### src/hdl/cdf_pkg.sv
`default_nettype none
package cdf_pkg;

  localparam int unsigned IN_TDATA_W  = 64;
  localparam int unsigned OUT_TDATA_W = 8;

  typedef enum logic [7:0] {
    S_IDLE  = 8'b0000_0001,
    S_CONV  = 8'b0000_0010,
    S_PRE   = 8'b0000_0100,
    S_SKIP  = 8'b0000_1000,
    S_INT   = 8'b0001_0000,
    S_SEP   = 8'b0010_0000,
    S_COMMA = 8'b0100_0000,
    S_CENT  = 8'b1000_0000
  } state_t;

  typedef enum logic [2:0] {
    CH_DIGIT,
    CH_R,
    CH_DOLLAR,
    CH_SPACE,
    CH_DOT,
    CH_COMMA
  } char_sel_t;

  localparam logic [7:0] ASCII_R      = 8'h52;
  localparam logic [7:0] ASCII_DOLLAR = 8'h24;
  localparam logic [7:0] ASCII_SPACE  = 8'h20;
  localparam logic [7:0] ASCII_DOT    = 8'h2E;
  localparam logic [7:0] ASCII_COMMA  = 8'h2C;
  localparam logic [3:0] ASCII_DIGIT_HI = 4'h3;

  typedef struct packed {
    logic      load;
    logic      step;
    logic      shift;
    logic      emit;
    char_sel_t sel;
    logic      last;
  } dp_cmd_t;

  typedef struct packed {
    logic top_zero;
    logic out_busy;
  } dp_sts_t;

endpackage
`default_nettype wire

### src/hdl/cdf_datapath.sv
`default_nettype none
module cdf_datapath
  import cdf_pkg::*;
#(
  parameter int unsigned AMOUNT_BITS = 63
) (
  input  wire logic                   clk,
  input  wire logic                   rst_n,
  input  wire logic [AMOUNT_BITS-1:0] amount,
  input  wire dp_cmd_t                cmd,
  output dp_sts_t                     sts,
  output logic                        out_tvalid,
  input  wire logic                   out_tready,
  output logic [OUT_TDATA_W-1:0]      out_tdata,
  output logic                        out_tlast
);

  localparam int unsigned NDIG = (AMOUNT_BITS * 30103) / 100000 + 1;
  localparam int unsigned BCD_W = NDIG * 4;

  logic [BCD_W-1:0]       bcd_r, bcd_nxt, bcd_adj;
  logic [AMOUNT_BITS-1:0] amt_r, amt_nxt;
  logic [3:0]             top;
  logic [7:0]             ch;
  logic                   out_valid_r;
  logic [7:0]             out_data_r;
  logic                   out_last_r;

  assign top = bcd_r[BCD_W-1 -: 4];

  // add-3 correction, each digit on its own
  always_comb begin
    for (int i = 0; i < NDIG; i++) begin
      if (bcd_r[i*4 +: 4] >= 4'd5) begin
        bcd_adj[i*4 +: 4] = bcd_r[i*4 +: 4] + 4'd3;
      end else begin
        bcd_adj[i*4 +: 4] = bcd_r[i*4 +: 4];
      end
    end
  end

  always_comb begin
    bcd_nxt = bcd_r;
    amt_nxt = amt_r;
    if (cmd.load) begin
      bcd_nxt = '0;
      amt_nxt = amount;
    end else if (cmd.step) begin
      bcd_nxt = {bcd_adj[BCD_W-2:0], amt_r[AMOUNT_BITS-1]};
      amt_nxt = {amt_r[AMOUNT_BITS-2:0], 1'b0};
    end else if (cmd.shift) begin
      bcd_nxt = {bcd_r[BCD_W-5:0], 4'd0};
    end
  end

  always_comb begin
    unique case (cmd.sel)
      CH_DIGIT:  ch = {ASCII_DIGIT_HI, top};
      CH_R:      ch = ASCII_R;
      CH_DOLLAR: ch = ASCII_DOLLAR;
      CH_SPACE:  ch = ASCII_SPACE;
      CH_DOT:    ch = ASCII_DOT;
      CH_COMMA:  ch = ASCII_COMMA;
      default:   ch = ASCII_SPACE;
    endcase
  end

  always_ff @(posedge clk) begin
    bcd_r <= bcd_nxt;
    amt_r <= amt_nxt;
    if (cmd.emit) begin
      out_data_r <= ch;
      out_last_r <= cmd.last;
    end
    if (!rst_n) begin
      out_valid_r <= 1'b0;
    end else if (cmd.emit) begin
      out_valid_r <= 1'b1;
    end else if (out_tready) begin
      out_valid_r <= 1'b0;
    end
  end

  assign sts.top_zero = (top == 4'd0);
  assign sts.out_busy = out_valid_r && !out_tready;

  assign out_tvalid = out_valid_r;
  assign out_tdata  = out_data_r;
  assign out_tlast  = out_last_r;

endmodule
`default_nettype wire

### src/hdl/cdf_ctrl.sv
`default_nettype none
module cdf_ctrl
  import cdf_pkg::*;
#(
  parameter int unsigned AMOUNT_BITS = 63
) (
  input  wire logic    clk,
  input  wire logic    rst_n,
  input  wire logic    in_tvalid,
  output logic         in_tready,
  input  wire dp_sts_t sts,
  output dp_cmd_t      cmd
);

  localparam int unsigned NDIG  = (AMOUNT_BITS * 30103) / 100000 + 1;
  localparam int unsigned NINT  = NDIG - 2;
  localparam int unsigned NI_W  = $clog2(NINT + 1);
  localparam int unsigned CNT_W = $clog2(AMOUNT_BITS);
  localparam int unsigned G0    = (NINT - 1) % 3;

  state_t           state_r, state_nxt;
  logic [CNT_W-1:0] cnt_r, cnt_nxt;
  logic [NI_W-1:0]  ni_r, ni_nxt;
  logic [1:0]       grp_r, grp_nxt, grp_dec;
  logic [1:0]       pc_r, pc_nxt;
  logic             adv;

  assign adv     = !sts.out_busy;
  assign grp_dec = (grp_r == 2'd0) ? 2'd2 : grp_r - 2'd1;

  always_comb begin
    state_nxt = state_r;
    cnt_nxt   = cnt_r;
    ni_nxt    = ni_r;
    grp_nxt   = grp_r;
    pc_nxt    = pc_r;
    in_tready = 1'b0;
    cmd       = '{load: 1'b0, step: 1'b0, shift: 1'b0, emit: 1'b0,
                  sel: CH_DIGIT, last: 1'b0};
    unique case (state_r)
      S_IDLE: begin
        in_tready = 1'b1;
        if (in_tvalid) begin
          cmd.load  = 1'b1;
          cnt_nxt   = CNT_W'(AMOUNT_BITS - 1);
          state_nxt = S_CONV;
        end
      end
      S_CONV: begin
        cmd.step = 1'b1;
        cnt_nxt  = cnt_r - 1'b1;
        if (cnt_r == '0) begin
          pc_nxt    = 2'd0;
          ni_nxt    = NI_W'(NINT - 1);
          grp_nxt   = 2'(G0);
          state_nxt = S_PRE;
        end
      end
      S_PRE: begin
        if (adv) begin
          cmd.emit = 1'b1;
          case (pc_r)
            2'd0:    cmd.sel = CH_R;
            2'd1:    cmd.sel = CH_DOLLAR;
            default: cmd.sel = CH_SPACE;
          endcase
          pc_nxt = pc_r + 2'd1;
          if (pc_r == 2'd2) begin
            state_nxt = S_SKIP;
          end
        end
      end
      S_SKIP: begin
        // drop leading zeros, keep at least one integer digit
        if (sts.top_zero && ni_r != '0) begin
          cmd.shift = 1'b1;
          ni_nxt    = ni_r - 1'b1;
          grp_nxt   = grp_dec;
        end else begin
          state_nxt = S_INT;
        end
      end
      S_INT: begin
        if (adv) begin
          cmd.emit  = 1'b1;
          cmd.sel   = CH_DIGIT;
          cmd.shift = 1'b1;
          if (ni_r == '0) begin
            state_nxt = S_COMMA;
          end else begin
            ni_nxt  = ni_r - 1'b1;
            grp_nxt = grp_dec;
            if (grp_r == 2'd0) begin
              state_nxt = S_SEP;
            end
          end
        end
      end
      S_SEP: begin
        if (adv) begin
          cmd.emit  = 1'b1;
          cmd.sel   = CH_DOT;
          state_nxt = S_INT;
        end
      end
      S_COMMA: begin
        if (adv) begin
          cmd.emit  = 1'b1;
          cmd.sel   = CH_COMMA;
          pc_nxt    = 2'd0;
          state_nxt = S_CENT;
        end
      end
      S_CENT: begin
        if (adv) begin
          cmd.emit  = 1'b1;
          cmd.sel   = CH_DIGIT;
          cmd.shift = 1'b1;
          pc_nxt    = pc_r + 2'd1;
          if (pc_r != 2'd0) begin
            cmd.last  = 1'b1;
            state_nxt = S_IDLE;
          end
        end
      end
      default: state_nxt = S_IDLE;
    endcase
  end

  always_ff @(posedge clk) begin
    cnt_r <= cnt_nxt;
    ni_r  <= ni_nxt;
    grp_r <= grp_nxt;
    pc_r  <= pc_nxt;
    if (!rst_n) begin
      state_r <= S_IDLE;
    end else begin
      state_r <= state_nxt;
    end
  end

endmodule
`default_nettype wire

### src/hdl/currency_decimal_formatter_core.sv
// Formats an amount in cents as "R$ " + integer digits grouped by '.' in threes + ',' + two
// cent digits, one ASCII character per output word, tlast on the final one. Zero gives
// "R$ 0,00". Only the low AMOUNT_BITS bits of the input are used. One amount is handled at
// a time: a double-dabble converter shifts in the amount bit by bit, the "R$ " prefix is
// sent, each leading zero of the integer field is dropped (at least one integer digit is
// kept), then the other characters leave at one per cycle while the output does not stall,
// through a single output register.
`default_nettype none
module currency_decimal_formatter_core
  import cdf_pkg::*;
#(
  parameter int unsigned AMOUNT_BITS = 63
) (
  input  wire logic                   clk,
  input  wire logic                   rst_n,
  input  wire logic                   in_tvalid,
  output logic                        in_tready,
  input  wire logic [IN_TDATA_W-1:0]  in_tdata,   // [62:0] amount_cents
  output logic                        out_tvalid,
  input  wire logic                   out_tready,
  output logic [OUT_TDATA_W-1:0]      out_tdata,  // [7:0] text_char
  output logic                        out_tlast
);

  dp_cmd_t cmd;
  dp_sts_t sts;

  cdf_ctrl #(
    .AMOUNT_BITS(AMOUNT_BITS)
  ) u_ctrl (
    .clk      (clk),
    .rst_n    (rst_n),
    .in_tvalid(in_tvalid),
    .in_tready(in_tready),
    .sts      (sts),
    .cmd      (cmd)
  );

  cdf_datapath #(
    .AMOUNT_BITS(AMOUNT_BITS)
  ) u_dp (
    .clk       (clk),
    .rst_n     (rst_n),
    .amount    (in_tdata[AMOUNT_BITS-1:0]),
    .cmd       (cmd),
    .sts       (sts),
    .out_tvalid(out_tvalid),
    .out_tready(out_tready),
    .out_tdata (out_tdata),
    .out_tlast (out_tlast)
  );

  a_one_at_a_time: assert property (@(posedge clk) disable iff (!rst_n)
    in_tvalid && in_tready |=> !in_tready)
    else $error("new amount taken during conversion");

  a_last_is_digit: assert property (@(posedge clk) disable iff (!rst_n)
    out_tvalid && out_tlast |-> out_tdata[7:4] == 4'h3 && out_tdata[3:0] <= 4'd9)
    else $error("final character is not a digit");

  a_emit_while_busy: assert property (@(posedge clk) disable iff (!rst_n)
    cmd.emit |-> !sts.out_busy)
    else $error("character emitted over a waiting word");

endmodule
`default_nettype wire

### config.mk
export PLATFORM = sky130hd
export DESIGN_NAME = currency_decimal_formatter_core
export DESIGN_NICKNAME = d
export VERILOG_FILES = /design/src/hdl/cdf_pkg.sv /design/src/hdl/cdf_datapath.sv /design/src/hdl/cdf_ctrl.sv /design/src/hdl/currency_decimal_formatter_core.sv
export SDC_FILE = /design/constraint.sdc
export NUM_CORES = 1
export LEC_CHECK = 0
export ABC_AREA = 1
export BUFFER_PORTS_ARGS = -buffer_cell sky130_fd_sc_hd__buf_2
export CELL_PAD_IN_SITES_DETAIL_PLACEMENT = 1
export CELL_PAD_IN_SITES_GLOBAL_PLACEMENT = 1
export CORE_ASPECT_RATIO = 0.6
export CORE_MARGIN = 3
export CORE_UTILIZATION = 39
export DETAILED_ROUTE_END_ITERATION = 16
export GPL_TIMING_DRIVEN = 0
export PLACE_DENSITY_LB_ADDON = 0.1
export SLEW_MARGIN = 5
export SYNTH_ARGS = -nofsm -noshare
export SYNTH_HDL_FRONTEND = slang
export SYNTH_SLANG_ARGS = --single-unit
### constraint.sdc
create_clock -name clk -period 4.4 [get_ports clk]
set_clock_uncertainty 0.15 [all_clocks]
set_input_delay 1.1 -clock clk [delete_from_list [all_inputs] [get_ports clk]]
set_output_delay 1.1 -clock clk [all_outputs]
set_load 0.1 [all_outputs]
==> results of run 1 <==
## sequential cells by signal, summed over array words and instances (netlist names)
register,cells
u_dp.bcd_r,76
u_ctrl.pc_r,2
u_dp.out_tlast,1
u_ctrl.cnt_r,6
u_dp.out_tvalid,1
u_ctrl.grp_r,2
u_ctrl.ni_r,5
u_dp.amt_r,63
u_dp.out_tdata,7
u_ctrl.state_r,8
## area by class of cell
class                           instances  share of cell area [%]
Buffer                                 54                    2.67
Timing Repair Buffer                   76                    3.46
Inverter                              134                    4.59
Clock buffer                           19                    4.02
Sequential cell                       171                    38.9
Multi-Input combinational cell        960                    41.7
Tap cell                              315                    3.58
Clock inverter                         13                    1.01
## worst register-to-register path, cell delays in order, from the launching register on
cell	delay [ns]
dfxtp_1	0.35
nor2_1	0.21
nand3_1	0.11
nor2_1	0.21
nand2_1	0.17
buf_2	0.25
clkbuf_1	0.33
nand2_4	0.70
## worst paths after layout
kind / cells after the start / endpoint / from
hold / removal: 2 / u_dp.bcd_r[7] / u_dp.bcd_r[7]
setup reg to reg: 7 / u_dp.amt_r[17] / u_ctrl.state_r[2]
hold reg to reg: 2 / u_dp.bcd_r[7] / u_dp.bcd_r[7]
setup / recovery: 4 / in_tready / u_ctrl.state_r[2]
## through the flow
stage	setup slack (ns)	power [uW]	hold slack, ns
after floorplan	0.478	4700	0.289
after CTS	1.33	7150	0.316
after global placement	0.469	5540	0.297
after global routing	1.27	7680	0.341
final	1.34	7100	0.313
after detailed placement	0.927	5660	0.307
## cells in the mapped netlist
master / n / area, um2
conb_1: 1 / 3.75
dfxtp_1: 85 / 1700
o21ai_1: 1 / 5.00
nor2_1: 102 / 383
clkbuf_2: 1 / 5.00
inv_2: 5 / 18.8
or2_2: 11 / 68.8
a211oi_1: 1 / 7.51
buf_4: 5 / 37.5
nor2_2: 5 / 31.3
edfxtp_1: 86 / 2580
nor3_1: 9 / 45.0
a21oi_1: 105 / 526
buf_1: 1 / 3.75
nand2_1: 457 / 1720
nand2_4: 1 / 11.3
xor2_1: 3 / 26.3
a21o_1: 1 / 7.51
o21ai_0: 120 / 601
nand3_1: 57 / 285
o211ai_1: 13 / 97.6
inv_1: 128 / 480
nand4_1: 4 / 25.0
buf_6: 5 / 56.3
o22ai_1: 15 / 93.8
ha_1: 48 / 601
nand3_4: 1 / 17.5
nor4_1: 1 / 6.26
nand2_2: 4 / 25.0
inv_4: 1 / 6.26
buf_2: 27 / 135
clkbuf_1: 15 / 56.3
## logic make-up after synthesis
family,Yosys count
DFF,171
and+or+nand+nor,652
adders and majority gates,48
AOI/OAI and AO/OA,256
other,1
xor gates and xnor gates,3
buffers and inverters,188
## power breakdown
group	internal [uW]	total (uW)	switching [uW]
logic	797	2920	2130
registers	2420	2720	300
clock network	750	1460	710
total	3970	7100	3140
## cell usage in the layout (no fill, tap or decap), types with 2 or more instances in the layout
cell          n
o22ai_1      15
clkinvlp_4    2
nand2_2       4
nand3_1      57
inv_6         4
ha_1         48
nand4_1       4
o21ai_0     120
buf_4         5
nor3_1        9
buf_6         5
dfxtp_1      85
inv_2         5
nand2_4       2
a21oi_1     105
nor2_1      102
nand2_1     456
o211ai_1     13
edfxtp_1     86
nor2_2        5
inv_1       128
xor2_1        3
clkinv_4      7
clkbuf_16    17
buf_2       103
clkbuf_1     16
or2_2        11
## metal layers
layer,global-route usage [%],vias to the layer above
li1,-,4487
met1,35.2,4371
met2,34.1,124
met3,4.13,26
met4,5.82,2
met5,0,-
==> flow_summary.yaml, run 1 <==
route:
  dr.max_layer_used: "met5"
  wl_mm: 30.2
  wl_met1_mm: 16.4
  routedWlPerCell_um: 17.3
  viasPerCell: 5.17
  postRouteAntennaNets: 0
  drc: 0
  drtIter0Drc: 556
  vias: 9010
  wl_met3_um: 924
  met2_length_mm: 12.4
  dr.pass1.iters: 4
setup_path:
  crit_arrival_ns: 1.81
  path_max_fanout: 4
  max_stage_delay_ns: 0.48
  critPathTopFamily: "simple AND/OR/NAND/NOR gates"
  worst-path-buf-inv: 1
  worstPathCellList: "nor2_1 -> nand3_1 -> nor2_1 -> buf_2"
  end_kind: "output port"
  start_kind: "flip-flop"
  crit_type: "flip-flop to output port"
  cp_slowest_cell: "buf_2"
  crit_required_ns: 3.15
  r2r_slack_ns: 1.45
  crit_top_cell: "nor2_1"
hold_path:
  hp-class: "flip-flop to flip-flop"
die:
  rows: 43
  core_area_um2: 23700
  io_pins: 79
  die_x_um: 209
  die_h_um: 128
  dieArea_um2: 26800
  start_util_pct: 40.7
clock_network:
  cts-resized-gates: 0
  path_clk_slew_ns: 0.07
  cts_buffer_depth: 2
  postCtsSetupRepairBufs: 0
  cts_htree_levels: 4
  clock_sinks: 171
  cts_buffers: 17
  cts_hold_buffers: 0
  cts-root-buf: "clkbuf_16"
  clk_latency_ns: 0.45
  cts_tree: "yes"
final_layout:
  layout-drive-gt1-share_pct: 12.3
  area_growth_pct: 13.9
  antenna_cells: 0
  nets: 1530
  design_area_um2: 11000
  regArea_um2: 4280
  finish.utilization_pct: 46.4
  fillers: 3028
  multi_input_area_um2: 4600
  instances_no_fill: 1742
placed_design:
  io_buffers: 76
  place_congestion: 0.842
  post-dp-hpwl_mm: 22.2
  place_inst: 1710
  place_area_um2: 10500
timing:
  slew_headroom_pct: 40.9
  setup_tns_ns: 0
  timing.final.crit_share_pct: 69.6
  rsz0062_at_grt: "no"
  final_hold_viol_count: 0
  slew_violations: 0
  fin_crit_ns: 3.06
  fmax_mhz: 327
  worst_pin_slew_ns: 0.879
  setup-violations-final: 0
grt:
  gr-usage-all-layers_pct: 23.2
  grt_max_degree: 64
  antenna_found_initial: 1
  grt_pass1_vias: 9188
  grt_first_pass_wirelength_mm: 49.3
  grt_overflow: 0
synthesis:
  synth_compound_area_share_pct: 13.8
  ys_ff_latch: 171
  synth.area.mux_share_pct: 0
  synthSimpleGateAreaFrac_pct: 27.0
  ys_warn_count: 0
  synth_fp_nets: 1435
  avgSynthCellArea_um2: 7.33
  synth_xor_area_share_pct: 0.272
  synth_cells: 1319
  synth.distinct_cells: 32
  netlist_area_um2: 9670
  synthAdderAreaFrac_pct: 6.21
  ys_seq_area_share_pct: 44.3
  synth_top_family_by_area: "simple AND/OR/NAND/NOR gates"
flow_run:
  maxCapViolations: 0
power_and_ir_drop:
  powerDensity_nw_per_um2: 645
  leakagePower_uw: 0.00466
  vdd_drop_max_uv: 291
run_status:
  outcome: "completed"
Note: power is estimated with default switching activity, not from simulation.
==> run 2: changes to the inputs <==
- clock period: 4.4 -> 2.5 ns (I/O delays scaled with it)
==> flow_summary.yaml, run 2 (same netlist as run 1, synthesis figures left out) <==
final_layout:
  layout_commonest_cell: "nand2_1"
  most-common-layout-cells: "nand2_1, inv_1, o21ai_0"
  design_area_um2: 11100
  largest_register_ffs: 76
  finish.utilization_pct: 46.9
  nets: 1532
  antenna_cells: 0
  area_growth_pct: 15.1
  max_flop_register: "u_dp.bcd_r"
  layout-drive-gt1-share_pct: 12.5
  top_regs: "u_dp.bcd_r: 76 flops, u_dp.amt_r: 63 flops, u_ctrl.state_r: 8 flops"
power_and_ir_drop:
  leakagePower_uw: 0.00470
  vdd_drop_max_uv: 645
  powerDensity_nw_per_um2: 1150
die:
  dieArea_um2: 26800
  io_pins: 79
  die_h_um: 128
  core_area_um2: 23700
  die_x_um: 209
  start_util_pct: 40.7
  rows: 43
hold_path:
  hp-class: "primary input to flip-flop"
timing:
  timing.final.crit_share_pct: 94.7
  rsz0062_at_grt: "no"
  final_hold_viol_count: 0
  setup_ws_ns: 0.131
  slew_headroom_pct: 53.8
  setup_tns_ns: 0
  fin_crit_ns: 2.37
  worst_pin_slew_ns: 0.693
  setup-violations-final: 0
  slew_violations: 0
  fmax_mhz: 422
clock_network:
  clk_latency_ns: 0.45
  clock_sinks: 171
  cts_tree: "yes"
  path_clk_slew_ns: 0.07
  cts_htree_levels: 4
  cts-root-buf: "clkbuf_16"
  cts_buffers: 17
  cts_buffer_depth: 2
setup_path:
  r2r_slack_ns: 0.17
  path_max_fanout: 4
  start_kind: "flip-flop"
  end_kind: "output port"
  crit_required_ns: 1.73
  crit_arrival_ns: 1.59
  crit_type: "flip-flop to output port"
placed_design:
  place_congestion: 0.871
  place_area_um2: 10500
  dp_slack_ns: -0.305
  post-dp-hpwl_mm: 22.2
  io_buffers: 76
run_status:
  outcome: "completed"
route:
  dr.pass1.iters: 5
  postRouteAntennaNets: 0
  drtIter0Drc: 532
  drc: 0
  viasPerCell: 5.13
  wl_mm: 30.4
  vias: 8951
  routedWlPerCell_um: 17.4
grt:
  gr-usage-all-layers_pct: 23.1
  grt_overflow: 0
  grt_max_degree: 64
  grt_pass1_vias: 8844
  antenna_found_initial: 0
  grt_first_pass_wirelength_mm: 48.6
flow_run:
  maxCapViolations: 0
[run 2: cell types whose count changed in the layout (fill, tap and decap cells not counted), sizes merged]
cell / delta
clkinvlp: -1
nand2: +1
bufinv: +3
clkbuf: +2
inv: -3
[run 2: path summary, 6_finish.rpt]
path	from	to	depth (start not counted)
max	u_ctrl.state_r[2]	in_tready	4
min	in_tdata[25]	u_dp.amt_r[25]	3
max reg2reg	u_ctrl.state_r[6]	u_ctrl.pc_r[0]	9
min reg2reg	u_dp.bcd_r[7]	u_dp.bcd_r[7]	2
[run 2: per-stage QoR]
stage | total power (uW) | cells | hold slack (ns)
CTS | 12900 | 1743 | 0.266
global route | 13800 | 1744 | 0.277
detailed placement | 10000 | 1710 | 0.302
floorplan | 8320 | 1319 | 0.289
global placement | 9800 | 1710 | 0.297
finish | 12800 | 1744 | 0.283
[run 2: report_power, final]
group	switching (uW)	internal [uW]	leakage [uW]
clock network	1210	1570	0.000283
logic	3800	1480	0.00295
registers	534	4250	0.00147
total	5540	7290	0.00470
[run 2: repair_timing]
action	4_1_cts	5_1_grt
setup endpoints to repair	73	76
hold buffers	0	0
buffers inserted	1	0
gates resized for setup	5	5
gates cloned	0	1
pin swaps	1	1
[run 2: area by class of cell]
cell class / instances / area, um2
Clock buffer: 20 / 437
Clock inverter: 12 / 150
Tap cell: 315 / 394
Sequential cell: 171 / 4280
Fill cell: 3047 / 12600
Timing Repair Buffer: 77 / 394
Inverter: 134 / 505
Buffer: 54 / 305
Multi-Input combinational cell: 961 / 4650
[run 2: per-layer routing]
metal / wire length (um) / part of all wire, % / global-route usage (%) / vias to the layer above
met5: 0 / 0 / 0 / -
met4: 261 / 0.86 / 4.88 / 0
met3: 1280 / 4.2 / 4.23 / 22
met2: 12200 / 40 / 32.6 / 151
met1: 16700 / 55 / 36.3 / 4308
li1: - / - / - / 4470
[run 2: critical path: stages, from the launching register on]
cell and delay (ns):
dfxtp_1 0.34, nor2_1 0.18, nand3_1 0.15, nor2_4 0.17
buf_4 0.31
==> run 3: changes to the inputs <==
- BUFFER_PORTS_ARGS: -buffer_cell sky130_fd_sc_hd__buf_2 -> -buffer_cell sky130_fd_sc_hd__clkbuf_2
- CORE_UTILIZATION: 39 -> 40
==> flow_summary.yaml, run 3 (same netlist as run 1, synthesis figures left out) <==
run_status:
  outcome: "completed"
final_layout:
  layout_commonest_cell: "nand2_1"
  finish.utilization_pct: 47.7
  antenna_cells: 0
  instances_no_fill: 1745
  fillers: 3001
  max_flop_register: "u_dp.bcd_r"
  largest_register_ffs: 76
  nets: 1533
  top_regs: "u_dp.bcd_r: 76 flops, u_dp.amt_r: 63 flops, u_ctrl.state_r: 8 flops"
  area_growth_pct: 15.5
  design_area_um2: 11200
  most-common-layout-cells: "nand2_1, inv_1, o21ai_0"
  layout-drive-gt1-share_pct: 12.7
timing:
  timing.final.crit_share_pct: 95.8
  fmax_mhz: 417
  slew_violations: 0
  final_hold_viol_count: 0
  fin_crit_ns: 2.40
  setup-violations-final: 0
  setup_ws_ns: 0.104
  slew_headroom_pct: 53.3
  worst_pin_slew_ns: 0.700
  holdWs_ns: 0.283
  rsz0062_at_grt: "yes"
power_and_ir_drop:
  leakagePower_uw: 0.00474
  powerDensity_nw_per_um2: 1160
  vdd_drop_max_uv: 539
setup_path:
  rr_worst_depth: 9
  end_kind: "flip-flop"
  path_max_fanout: 10
  r2r-end: "u_ctrl.pc_r[1]"
  crit_type: "flip-flop to flip-flop"
  start_kind: "flip-flop"
  r2r_slack_ns: 0.10
  crit_required_ns: 2.49
  crit_arrival_ns: 2.38
  worstReg2RegStart: "u_ctrl.state_r[3]"
placed_design:
  post-dp-hpwl_mm: 21.9
  io_buffers: 76
  place_congestion: 0.859
  place_area_um2: 10500
  place_inst: 1710
  dp_slack_ns: -0.310
hold_path:
  min_path_cells: 3
  worstHoldStart: "in_tdata[35]"
  hold_end: "u_dp.amt_r[35]"
  hp-class: "primary input to flip-flop"
clock_network:
  cts_buffer_depth: 2
  path_clk_slew_ns: 0.07
  cts_tree: "yes"
  cts_buffers: 17
  cts_hold_buffers: 0
  clk_latency_ns: 0.46
  cts-root-buf: "clkbuf_16"
  clock_sinks: 171
  cts_htree_levels: 4
grt:
  grt_first_pass_wirelength_mm: 47.8
  grt_busiest_layer: "met1"
  grt_pass1_vias: 8859
  antenna_found_initial: 1
  use_met2_pct: 33.0
  grt_max_degree: 64
  gr-usage-all-layers_pct: 23.4
  grtUsageMet1_pct: 36.4
  use_met3_pct: 4.18
  grt_overflow: 0
route:
  dr.pass1.iters: 5
  viasPerCell: 5.16
  drtIter0Drc: 500
  drc: 0
  vias: 9006
  routedWlPerCell_um: 17.2
  wl_mm: 29.9
  postRouteAntennaNets: 0
die:
  dieArea_um2: 26100
  die_h_um: 126
  rows: 43
  core_area_um2: 23400
  io_pins: 79
  die_x_um: 207
  start_util_pct: 41.3
flow_run:
  maxCapViolations: 0
==> run 3: changes by cell type in the layout (fill, tap and decap cells not counted), moves of 2 or more <==
cell and change:
clkbuf_2 +74, buf_2 -73, clkbuf_1 -2, clkbuf_8 +2, inv_6 +2
==> run 3: critical path: stages, from the launching register on <==
cell and delay [ns]:
dfxtp_1 0.31, inv_1 0.10, nand2_1 0.11, nor2_2 0.24, nand2_8 0.14, inv_4 0.11, buf_6 0.19, buf_2 0.35
nor3_1 0.12, a211oi_2 0.26
==> run 3: final cells by class <==
type | instances | area, um2 | share of cell area, %
repair buffers | 78 | 402 | 3.60
plain buffers | 54 | 303 | 2.71
flip-flops and latches | 171 | 4280 | 38.4
clock buffers | 20 | 457 | 4.09
clock inverters | 12 | 161 | 1.45
inverters | 134 | 508 | 4.55
well taps | 315 | 394 | 3.53
multi-input cells | 961 | 4660 | 41.7
==> run 3: stage by stage <==
| stage | TNS, ns | total power (uW) |
|---|---|---|
| finish | 0 | 12900 |
| global route | -0.00761 | 13900 |
| CTS | 0 | 12900 |
| detailed placement | -3.10 | 9970 |
| global placement | -4.64 | 9750 |
| floorplan | 0 | 8320 |
==> run 3: metal layers <==
metal	share of wire (%)	vias up
met5	0.043	-
met4	1.4	2
met3	3.7	36
met2	40	149
met1	54	4330
li1	-	4489
==> run 3: repair_timing <==
item,4_1_cts,5_1_grt
gates resized for setup,5,7
cloned,0,1
pin swaps,1,1
setup buffers,2,0
hold endpoints to repair,0,0
endpoints found under the setup margin,73,73
==> run 3: worst max path at each step <==
stage / startpoint / to / depth (start not counted)
2_1_floorplan: u_ctrl.state_r[2] / u_dp.amt_r[0] / 7
3_5_place_dp: u_ctrl.state_r[6] / u_ctrl.ni_r[2] / 9
6_report: u_ctrl.state_r[3] / u_ctrl.pc_r[1] / 9
3_3_place_gp: u_ctrl.state_r[6] / u_ctrl.ni_r[2] / 9
5_1_grt: u_ctrl.state_r[2] / in_tready / 4
4_1_cts: u_ctrl.state_r[2] / u_dp.amt_r[18] / 7
==> run 3: power breakdown <==
group / switching [uW] / internal (uW) / total [uW]
Clock: 1240 / 1640 / 2880
Combinational: 3770 / 1490 / 5250
Sequential: 526 / 4240 / 4770
Total: 5530 / 7370 / 12900
